===== src/design/ble_pkg.sv =====
// Package for the bounded list engine: operation and status codes, controller command
// and status structs. It depends on nothing.
package ble_pkg;

  localparam int unsigned FuncW = 4;
  localparam int unsigned WordW = 32;
  localparam int unsigned PosW  = 5;

  typedef enum logic [FuncW-1:0] {
    FN_INS_SORTED = 4'd0,
    FN_INS_FRONT  = 4'd1,
    FN_INS_BACK   = 4'd2,
    FN_INS_AT     = 4'd3,
    FN_REM_FRONT  = 4'd4,
    FN_REM_BACK   = 4'd5,
    FN_REM_AT     = 4'd6,
    FN_PEEK_FRONT = 4'd7,
    FN_PEEK_BACK  = 4'd8,
    FN_FIND       = 4'd9,
    FN_READ_AT    = 4'd10,
    FN_CLEAR      = 4'd11
  } func_t;

  typedef enum logic [1:0] {
    ST_OK   = 2'd0,
    ST_MISS = 2'd1,
    ST_FULL = 2'd2,
    ST_BAD  = 2'd3
  } status_t;

  // Controller to datapath.
  typedef struct packed {
    logic latch;   // capture the request
    logic exec;    // decide and update the cells
  } dp_cmd_t;

  // Datapath to controller.
  typedef struct packed {
    logic res_valid;
  } dp_sts_t;

endpackage


===== src/design/ble_ctrl.sv =====
// Controller of the bounded list engine: a two-phase sequencer per request.
// Depends on ble_pkg.
module ble_ctrl (
  input  logic             clk,
  input  logic             rst_n,
  input  logic             in_fire,
  input  logic             out_busy,
  input  ble_pkg::dp_sts_t sts,
  output ble_pkg::dp_cmd_t cmd,
  output logic             in_ready
);

  typedef enum logic [2:0] {
    S_IDLE = 3'b001,
    S_EXEC = 3'b010,
    S_HOLD = 3'b100
  } state_t;

  state_t state_r, state_nxt;

  always_comb begin
    state_nxt = state_r;
    cmd       = '0;
    in_ready  = 1'b0;
    unique case (state_r)
      S_IDLE: begin
        in_ready  = 1'b1;
        cmd.latch = in_fire;
        if (in_fire) state_nxt = S_EXEC;
      end
      S_EXEC: begin
        // wait for the output register to be free
        if (!out_busy) begin
          cmd.exec  = 1'b1;
          state_nxt = S_IDLE;
        end
      end
      S_HOLD: state_nxt = S_IDLE;
      default: state_nxt = S_IDLE;
    endcase
  end

  always_ff @(posedge clk) begin
    if (!rst_n) state_r <= S_IDLE;
    else        state_r <= state_nxt;
  end

  a_exec_after_latch: assert property (@(posedge clk) disable iff (!rst_n)
    cmd.latch |=> state_r == S_EXEC) else $error("no execute phase after capture");
  a_no_latch_busy: assert property (@(posedge clk) disable iff (!rst_n)
    state_r == S_EXEC |-> !in_ready) else $error("ready while executing");
  a_exec_free: assert property (@(posedge clk) disable iff (!rst_n)
    cmd.exec |-> !out_busy) else $error("execute over a pending result");
  a_res_follows: assert property (@(posedge clk) disable iff (!rst_n)
    cmd.exec |=> sts.res_valid) else $error("result lost");

endmodule


===== src/design/ble_dpath.sv =====
// Datapath of the bounded list engine: a row of entry cells that compare and shift at
// once, plus the output register. Depends on ble_pkg.
module ble_dpath #(
  parameter int unsigned CAPACITY = 16
) (
  input  logic                    clk,
  input  logic                    rst_n,
  input  ble_pkg::dp_cmd_t        cmd,
  input  logic [3:0]              func_in,
  input  logic signed [31:0]      value_in,
  input  logic [4:0]              position_in,
  input  logic                    out_take,
  output ble_pkg::dp_sts_t        sts,
  output logic [1:0]              res_status,
  output logic signed [31:0]      res_value,
  output logic [4:0]              res_position,
  output logic [4:0]              res_count,
  output logic                    res_empty
);

  localparam int unsigned CntW = $clog2(CAPACITY + 1);
  localparam int unsigned IdxW = $clog2(CAPACITY);

  logic [31:0]       cell_r [CAPACITY];
  logic [CntW-1:0]   count_r, count_nxt;
  logic [3:0]        func_r;
  logic [31:0]       val_r;
  logic [4:0]        pos_r;

  logic              rv_r;
  logic [1:0]        st_r;
  logic [31:0]       vo_r;
  logic [4:0]        po_r;
  logic [CntW-1:0]   co_r;

  // per-cell flags
  logic [CAPACITY-1:0] live, eq, lt;
  logic [CAPACITY-1:0] eq_m;
  logic                hit;
  logic [IdxW-1:0]     hit_idx;
  logic [CntW-1:0]     sort_pos;
  logic                sort_run;

  always_comb begin
    for (int i = 0; i < CAPACITY; i++) begin
      live[i] = CntW'(i) < count_r;
      eq[i]   = live[i] && (cell_r[i] == val_r);
      lt[i]   = live[i] && ($signed(cell_r[i]) < $signed(val_r));
    end
    eq_m = eq & ~(eq - 1'b1);
    hit  = |eq;
    hit_idx = '0;
    for (int i = 0; i < CAPACITY; i++)
      if (eq_m[i]) hit_idx = hit_idx | IdxW'(i);
    // entries are sorted only where sorted inserts were used; count the leading run
    sort_pos = '0;
    sort_run = 1'b1;
    for (int i = 0; i < CAPACITY; i++) begin
      sort_run = sort_run && lt[i];
      if (sort_run) sort_pos = CntW'(i + 1);
    end
  end

  // decision
  logic            full, empty;
  logic [CntW-1:0] pos_ext;
  logic [1:0]      st;
  logic            do_ins, do_rem;
  logic [CntW-1:0] at;
  logic [31:0]     vo;
  logic [4:0]      po;

  always_comb begin
    full    = count_r >= CntW'(CAPACITY);
    empty   = count_r == '0;
    pos_ext = (CntW >= 5) ? CntW'(pos_r) : ((pos_r >> CntW) != 0 ? '1 : CntW'(pos_r));
    st = ble_pkg::ST_OK; do_ins = 1'b0; do_rem = 1'b0; at = '0; vo = '0; po = '0;
    count_nxt = count_r;
    unique case (func_r)
      ble_pkg::FN_INS_SORTED: begin
        if (hit) st = ble_pkg::ST_MISS;
        else if (full) st = ble_pkg::ST_FULL;
        else begin do_ins = 1'b1; at = sort_pos; end
      end
      ble_pkg::FN_INS_FRONT, ble_pkg::FN_INS_BACK: begin
        if (full) st = ble_pkg::ST_FULL;
        else begin
          do_ins = 1'b1;
          at = (func_r == ble_pkg::FN_INS_BACK) ? count_r : '0;
        end
      end
      ble_pkg::FN_INS_AT: begin
        if (full) st = ble_pkg::ST_FULL;
        else if (pos_ext > count_r || (pos_r >> CntW) != 0) st = ble_pkg::ST_BAD;
        else begin do_ins = 1'b1; at = pos_ext; end
      end
      ble_pkg::FN_REM_FRONT, ble_pkg::FN_REM_BACK, ble_pkg::FN_PEEK_FRONT,
      ble_pkg::FN_PEEK_BACK: begin
        if (empty) st = ble_pkg::ST_BAD;
        else begin
          at = (func_r == ble_pkg::FN_REM_BACK || func_r == ble_pkg::FN_PEEK_BACK)
               ? count_r - 1'b1 : '0;
          vo = cell_r[at[IdxW-1:0]];
          do_rem = (func_r == ble_pkg::FN_REM_FRONT || func_r == ble_pkg::FN_REM_BACK);
        end
      end
      ble_pkg::FN_REM_AT, ble_pkg::FN_READ_AT: begin
        if ((pos_r >> CntW) != 0 || pos_ext >= count_r) st = ble_pkg::ST_BAD;
        else begin
          at = pos_ext;
          vo = cell_r[at[IdxW-1:0]];
          do_rem = (func_r == ble_pkg::FN_REM_AT);
        end
      end
      ble_pkg::FN_FIND: begin
        if (hit) po = 5'(hit_idx);
        else st = ble_pkg::ST_MISS;
      end
      ble_pkg::FN_CLEAR: count_nxt = '0;
      default: ;
    endcase
    if (do_ins) count_nxt = count_r + 1'b1;
    if (do_rem) count_nxt = count_r - 1'b1;
  end

  // cells shift toward the back on insert and toward the front on remove
  always_ff @(posedge clk) begin
    if (cmd.latch) begin
      func_r <= func_in;
      val_r  <= value_in;
      pos_r  <= position_in;
    end
    if (cmd.exec) begin
      for (int i = 0; i < CAPACITY; i++) begin
        if (do_ins) begin
          if (CntW'(i) == at) cell_r[i] <= val_r;
          else if (CntW'(i) > at && i > 0) cell_r[i] <= cell_r[(i > 0) ? i - 1 : 0];
        end else if (do_rem) begin
          if (CntW'(i) >= at && i < CAPACITY - 1)
            cell_r[i] <= cell_r[(i < CAPACITY - 1) ? i + 1 : i];
        end
      end
      st_r <= st;
      vo_r <= vo;
      po_r <= po;
      co_r <= count_nxt;
    end
  end

  always_ff @(posedge clk) begin
    if (!rst_n) begin
      count_r <= '0;
      rv_r    <= 1'b0;
    end else begin
      if (cmd.exec) count_r <= count_nxt;
      if (cmd.exec) rv_r <= 1'b1;
      else if (out_take) rv_r <= 1'b0;
    end
  end

  assign sts.res_valid = rv_r;
  assign res_status    = st_r;
  assign res_value     = vo_r;
  assign res_position  = po_r;
  assign res_count     = 5'(co_r);
  assign res_empty     = co_r == '0;

  a_cap: assert property (@(posedge clk) disable iff (!rst_n)
    count_r <= CntW'(CAPACITY)) else $error("count beyond capacity");
  a_cnt_step: assert property (@(posedge clk) disable iff (!rst_n)
    !cmd.exec |=> $stable(count_r)) else $error("count moved outside execute");
  a_full_st: assert property (@(posedge clk) disable iff (!rst_n)
    cmd.exec && st == ble_pkg::ST_FULL |-> full) else $error("full status on non-full list");

endmodule


===== src/design/bounded_list_engine_top.sv =====
// Top level of the bounded list engine: stream ports, controller and datapath.
// Depends on ble_pkg, ble_ctrl and ble_dpath.
//
// Usage:
//  One request enters on the in_ stream (tuser = func, tdata = value_in,
//  position_in) and gives exactly one result on the out_ stream (tdata = status,
//  value_out, position_out, count, empty_res). Requests are taken one at a time:
//  a request is captured in one cycle and decided in the execute state once the
//  output register is free, where the row of cells compares all entries at once
//  and shifts them in the same edge. The result appears the cycle after that. No
//  new request is taken until the current one is executed; the sequencer enforces it.
//  When the receiver stalls the result is held in the output register; the next
//  request may be captured meanwhile but is executed only once that result is
//  transferred. After reset the list is empty; entry cells are not cleared.
module bounded_list_engine_top #(
  parameter int unsigned CAPACITY = 16
) (
  input  logic        clk,
  input  logic        rst_n,
  input  logic        in_tvalid,
  output logic        in_tready,
  input  logic [39:0] in_tdata,   // value_in[31:0], position_in[36:32]
  input  logic [3:0]  in_tuser,   // func[3:0]
  output logic        out_tvalid,
  input  logic        out_tready,
  output logic [47:0] out_tdata   // status[1:0], value_out[33:2], position_out[38:34],
                                  // count[43:39], empty_res[44]
);

  ble_pkg::dp_cmd_t cmd;
  ble_pkg::dp_sts_t sts;
  logic             in_fire, out_take;
  logic [1:0]       st;
  logic signed [31:0] vo;
  logic [4:0]       po, co;
  logic             em;

  assign in_fire  = in_tvalid && in_tready;
  assign out_take = out_tvalid && out_tready;

  ble_ctrl u_ctrl (
    .clk, .rst_n, .in_fire, .out_busy(sts.res_valid && !out_tready),
    .sts, .cmd, .in_ready(in_tready)
  );

  ble_dpath #(.CAPACITY(CAPACITY)) u_dpath (
    .clk, .rst_n, .cmd,
    .func_in(in_tuser), .value_in(in_tdata[31:0]), .position_in(in_tdata[36:32]),
    .out_take, .sts,
    .res_status(st), .res_value(vo), .res_position(po), .res_count(co), .res_empty(em)
  );

  assign out_tvalid = sts.res_valid;
  assign out_tdata  = {3'b000, em, co, po, vo, st};

endmodule


===== config.mk =====
export PLATFORM = sky130hd
export DESIGN_NAME = bounded_list_engine_top
export DESIGN_NICKNAME = d
export VERILOG_FILES = /design/src/design/ble_pkg.sv /design/src/design/ble_ctrl.sv /design/src/design/ble_dpath.sv /design/src/design/bounded_list_engine_top.sv
export SDC_FILE = /design/constraint.sdc
export NUM_CORES = 2
export LEC_CHECK = 0
export BUFFER_PORTS_ARGS = -buffer_cell sky130_fd_sc_hd__buf_2
export CAP_MARGIN = 10
export CORE_MARGIN = 2
export CORE_UTILIZATION = 45
export DETAILED_ROUTE_END_ITERATION = 16
export GPL_ROUTABILITY_DRIVEN = 0
export PLACE_DENSITY = 0.69
export SYNTH_ARGS = -nofsm -noshare
export SYNTH_HDL_FRONTEND = slang
export SYNTH_SLANG_ARGS = --single-unit
export TNS_END_PERCENT = 10

===== constraint.sdc =====
create_clock -name clk -period 6.26 [get_ports clk]
set_input_delay 1.252 -clock clk [delete_from_list [all_inputs] [get_ports clk]]
set_output_delay 1.252 -clock clk [all_outputs]
set_load 0.1 [all_outputs]

# Yosys cells after proc, flatten, opt, wreduce, memory -nomap -nowiden
# Memories as Yosys holds them, arrays and structs flattened. A register that Yosys moved wholly into a read port is not among the register bits.
# Cells that the tools add are included.
[totals]
regBits = 94
ram_bits = 512
inputBits = 48
out_inout_bits = 50
elab_cells = 539
mem_count = 1
[memory_table]
columns = ["memory", "words", "width", "read_ports", "rd_ports_with_merged_regs", "wr", "line_no", "rtl"]
rows = [
  ["u_dpath.cell_r", 16, 32, 18, 1, 16, "ble_dpath.sv:24", "logic [31:0] cell_r [CAPACITY];"],
]
[classes]
n_addsub = 3
magnitude_cmp = 65
eq_ne = 46
mux = 317
bitwise = 32
n_reduce_logical = 64
[op_table]
columns = ["op", "count"]
rows = [
  ["$mux W32", 32],
  ["$eq A32 B32 Y1", 16],
  ["$lt A32 B32 Y1", 16],
  ["$mux W1", 229],
  ["$mux W5", 27],
  ["$pmux W32 S2", 1],
  ["$logic_and A1 B1 Y1", 50],
  ["$eq A4 B5 Y1 const A", 8],
  ["$gt A4 B5 Y1 const A", 8],
  ["$lt A4 B5 Y1 const A", 8],
  ["$mux W4", 9],
  ["$ge A4 B5 Y1 const A", 7],
  ["$or A1 B1 Y1", 30],
  ["$pmux W5 S5", 1],
  ["$eq A3 B5 Y1 const A", 4],
  ["$ge A3 B5 Y1 const A", 4],
  ["$gt A3 B5 Y1 const A", 4],
  ["$lt A3 B5 Y1 const A", 4],
  ["$mux W3", 6],
  ["$and A16 B16 Y16", 1],
  ["$eq A4 B3 Y1 const B", 4],
  ["$eq A4 B4 Y1 const B", 4],
  ["$mux W2", 8],
  ["$not A16 Y16", 1],
  ["33 further kinds", 45],
]

# Depth between registers and ports, before layout
# An unclocked memory read counts as a cell.
[logic_depth]
depth_word = 30
depth_mapped = 18
ltp_nobuf = 14

# Hierarchy
# From an unflattened synthesis, not the netlist that was laid out.
[unflattened]
cells_unflattened = 4621
area_unflattened_um2 = 49473.7
[modules_own_cells]
columns = ["mod", "instances", "cells_each", "area_per_inst_um2", "seq_area_each_um2"]
rows = [
  ["ble_dpath", 1, 4605, 49333.6, 18097.4],
  ["ble_ctrl", 1, 8, 83.8, 40.0],
  ["bounded_list_engine_top", 1, 8, 56.3, 0.0],
]

# Worst setup path after synthesis
# OpenSTA, ideal clock, no wires.
[synth_path]
path_kind = "register to register"
start = "register u_dpath.val_r[23]"
end = "memory u_dpath.cell_r[1][0], enable pin"
setup_ns = 0.432
arrival_time_ns = 5.697
required_ns = 5.828
slack_ns = 0.131
stages_incl_launch_ff = 16
path_buffers = 3
synth_period_minus_slack_ns = 6.129
cell_sequence = "edfxtp_1 -> clkbuf_1 -> inv_2 -> ha_1 -> nand4_1 -> or4_1 -> or4_1 -> nand4_1 -> or4_4 -> nor4b_4 -> a31oi_1 -> and2_1 -> clkbuf_1 -> nand2_1 -> clkbuf_1 -> a21oi_1"
[synth_rtl]
columns = ["item", "line_no", "rtl"]
rows = [
  ["start: declaration", "ble_dpath.sv:27", "logic [31:0] val_r;"],
  ["start signal: assignment", "ble_dpath.sv:130", "val_r <= value_in;"],
  ["end: declaration", "ble_dpath.sv:24", ""],
]

==> results.yml <==
drt:
  vias_per_cell: 7.52
  vias: 47500
  wl_per_cell_um: 35.4
  dr.pass1.iters: 10
  detail-route-antenna-nets: 0
  drt_iter0_drc: 8701
  drc: 0
  wirelength_mm: 224
floorplanning:
  row_count: 122
  dieArea_um2: 114000
  ios: 98
  fp.dieH_um: 338
  die_w_um: 338
  coreArea_um2: 111000
  start_util_pct: 45.3
final_layout:
  layout_common_cells: "596 x edfxtp_1, 521 x ha_1, 456 x a21oi_1, 308 x nand2_1, 273 x mux2_2"
  n_fill_cell: 9629
  mostFrequentLayoutCell: "edfxtp_1"
  final_nets: 5331
  final_util_pct: 51.6
  drive_gt1_share_pct: 23.0
  synthToLayoutAreaGrowth_pct: 13.8
  final_cell_area_um2: 57000
clocking:
  path_clk_slew_ns: 0.06
  clk_latency_ns: 0.69
  cts_buffers: 74
  clockBufferDepth: 3
  clock-sinks: 608
  clock-root-buffer: "clkbuf_16"
  cts_max_level: 3
  cts_tree: "built"
min_path:
  hold_class: "reg -> reg"
  min-delay-start: "u_ctrl.state_r[1]"
  hold_depth: 2
  min_to: "u_dpath.sts"
power_and_ir_drop:
  p_per_area_nw_per_um2: 194
  p_total_w: 0.0111
  leakagePower_nw: 20.9
  ir_drop_mv: 0.232
outcome:
  status: "finished with violations"
  failed_checks: "max-capacitance violations, max-slew violations, negative setup slack"
setup_path:
  reg2reg_to: "u_dpath.cell_r[11][21]"
  worst_path_max_delay_cell: "edfxtp_1"
  r2r.worst_path.cells: 19
  crit_top_cell: "buf_4"
  critPathCaptureType: "flop"
  worstPathArrival_ns: 6.79
  critPathRequiredTime_ns: 6.68
  startpoint_type: "flop"
  path_cells: "inv_2, buf_4, ha_1, nand4_1, nor4_1, buf_4, o21a_1, nor4_1, buf_4, nand4b_1, o31ai_1, o41a_1, buf_4, a211oi_1, o211ai_1, buf_4, nand2_1, buf_12, a221o_1"
  reg2reg_slack_ns: -0.12
  worstSetupPathType: "reg -> reg"
  crit_fanout: 14
  slowest_delay_ns: 0.63
  worst-path-buf-inv: 7
  crit_family: "compound AO/OA/AOI/OAI gates"
  rr_startpoint: "u_dpath.val_r[18]"
synthesis:
  synth_cell_type_count: 92
  yosys_warnings: 0
  synth_area_um2: 50100
  synth-seq-area-share_pct: 36.2
  synth-seq-cells: 608
  synth-edff-count: 596
  synth_flop_cell: "edfxtp_1"
  async_reset_ff_share_pct: 0
  avgSynthCellArea_um2: 10.8
  synth_cells: 4641
timing:
  slew_viol_final: 5
  max_slew_margin_pct: -1.82
  post-route-period-util_pct: 102
  fmax_mhz: 157
  tightest_slew_ns: 1.52
  fin_skew_ns: 0.0364
  rsz0062_at_grt: "no"
  setup_violations: 67
  hold_viol: 0
  fin_ws_ns: -0.118
  fin_crit_ns: 6.38
  fin_tns_setup_ns: -2.70
flow_run:
  drv_cap: 2
grt:
  grt_pass1_wl_mm: 317
  track_usage_pct: 38.7
  grt-ovfl-total: 0
  antenna_found_initial: 26
  grt_pass1_vias: 44100
  grt_max_degree: 129
place:
  dpl.hpwl_mm: 158
  postPlaceCellArea_um2: 54400
  io_buffers: 90
[per-layer routing]
layer	track usage [%]	share of wire, %
met5	1.53	0.24
met4	27.5	9.6
met3	18.2	17
met2	54.3	40
met1	46.3	33
[flip-flops by register name, indices dropped and copies added (netlist names), named ones only]
| register | count |
|---|---|
| u_dpath.cell_r | 512 |
| u_dpath.res_value | 32 |
| u_dpath.val_r | 32 |
| u_dpath.count_r | 5 |
| u_dpath.pos_ext | 5 |
| u_dpath.res_count | 5 |
| u_dpath.func_r | 4 |
| u_dpath.res_position | 4 |
| u_ctrl.state_r | 2 |
| u_dpath.res_status | 2 |
| u_dpath.sts | 1 |
[repair_timing]
item,CTS,global route
hold endpoints to repair,0,0
setup endpoints to repair,0,616
resized for setup,0,4
hold buffers,0,0
setup buffers,0,5
[final cells by class]
type                    instances  area, um^2  share of cell area [%]
diodes                         12        30.0                  0.0527
clock buffers                  91        1970                    3.45
clock inverters                43         468                   0.821
inverters                      83         314                   0.551
multi-input cells            3611       30600                    53.7
flip-flops and latches        608       18100                    31.8
well taps                    1488        1860                    3.27
repair buffers                384        3600                    6.31
[how the worst max path moves through the flow]
stage,from,endpoint,cells past startpoint
floorplan,u_dpath.val_r[23],u_dpath.cell_r[1][0],15
global placement,u_dpath.val_r[12],u_dpath.cell_r[11][21],19
detailed placement,u_dpath.val_r[12],u_dpath.cell_r[11][11],19
CTS,u_dpath.val_r[12],u_dpath.cell_r[13][6],15
global route,u_dpath.val_r[12],u_dpath.cell_r[1][24],17
finish,u_dpath.val_r[18],u_dpath.cell_r[11][21],19
[where the power goes]
group	internal [W]	leakage (nW)	switching, W
logic	0.000782	14.2	0.00111
registers	0.00453	5.45	0.000104
clock network	0.00258	1.19	0.00196
[worst register-to-register path, cell delays in order, from the launching register on]
cell,delay (ns)
edfxtp_1,0.63
inv_2,0.31
buf_4,0.29
ha_1,0.33
nand4_1,0.54
nor4_1,0.48
buf_4,0.28
o21a_1,0.44
nor4_1,0.11
buf_4,0.18
nand4b_1,0.24
o31ai_1,0.54
o41a_1,0.31
buf_4,0.24
a211oi_1,0.11
o211ai_1,0.20
buf_4,0.24
nand2_1,0.12
buf_12,0.19
a221o_1,0.33
[cells in the mapped netlist (all sizes together) (20+ instances only)]
cell / n / share of area [%]
edfxtp: 596 / 36
ha: 521 / 13
a21oi: 467 / 4.7
nand2: 319 / 2.4
mux2: 286 / 6.4
nor2: 254 / 1.9
clkbuf: 248 / 1.9
o21ai: 234 / 2.4
mux4: 224 / 10
mux2i: 176 / 3.5
nand3: 151 / 1.5
a221oi: 136 / 2.4
nor3: 124 / 1.3
nand4: 112 / 1.4
buf: 94 / 0.99
inv: 82 / 0.61
a21o: 53 / 0.79
a31oi: 50 / 0.62
o22a: 50 / 0.87
o211ai: 45 / 0.67
nor2b: 35 / 0.44
or3: 35 / 0.44
o311ai: 33 / 0.58
a211oi: 28 / 0.44
nand2b: 28 / 0.35
and4: 20 / 0.35
[metrics by stage]
step	hold slack, ns	worst slack (ns)	cells
after floorplan	0.495	0.131	4644
after global placement	0.521	0.0871	6168
after detailed placement	0.524	0.203	6168
after CTS	0.531	0.164	6302
after global routing	0.568	0.0155	6309
final	0.528	-0.118	6320
[cells by family after synthesis]
kind of cell               count (synthesis)  synth area share [%]
other                                      1               0.00749
DFF                                      608                  36.2
AOI/OAI and AO/OA                       1237                  15.9
and+or+nand+nor                         1159                  11.3
buffers and inverters                    425                  3.47
xor gates and xnor gates                   4                0.0700
adders and majority gates                521                  13.0
muxes                                    686                  20.0
No activity file was read; power rests on OpenSTA's default activity.
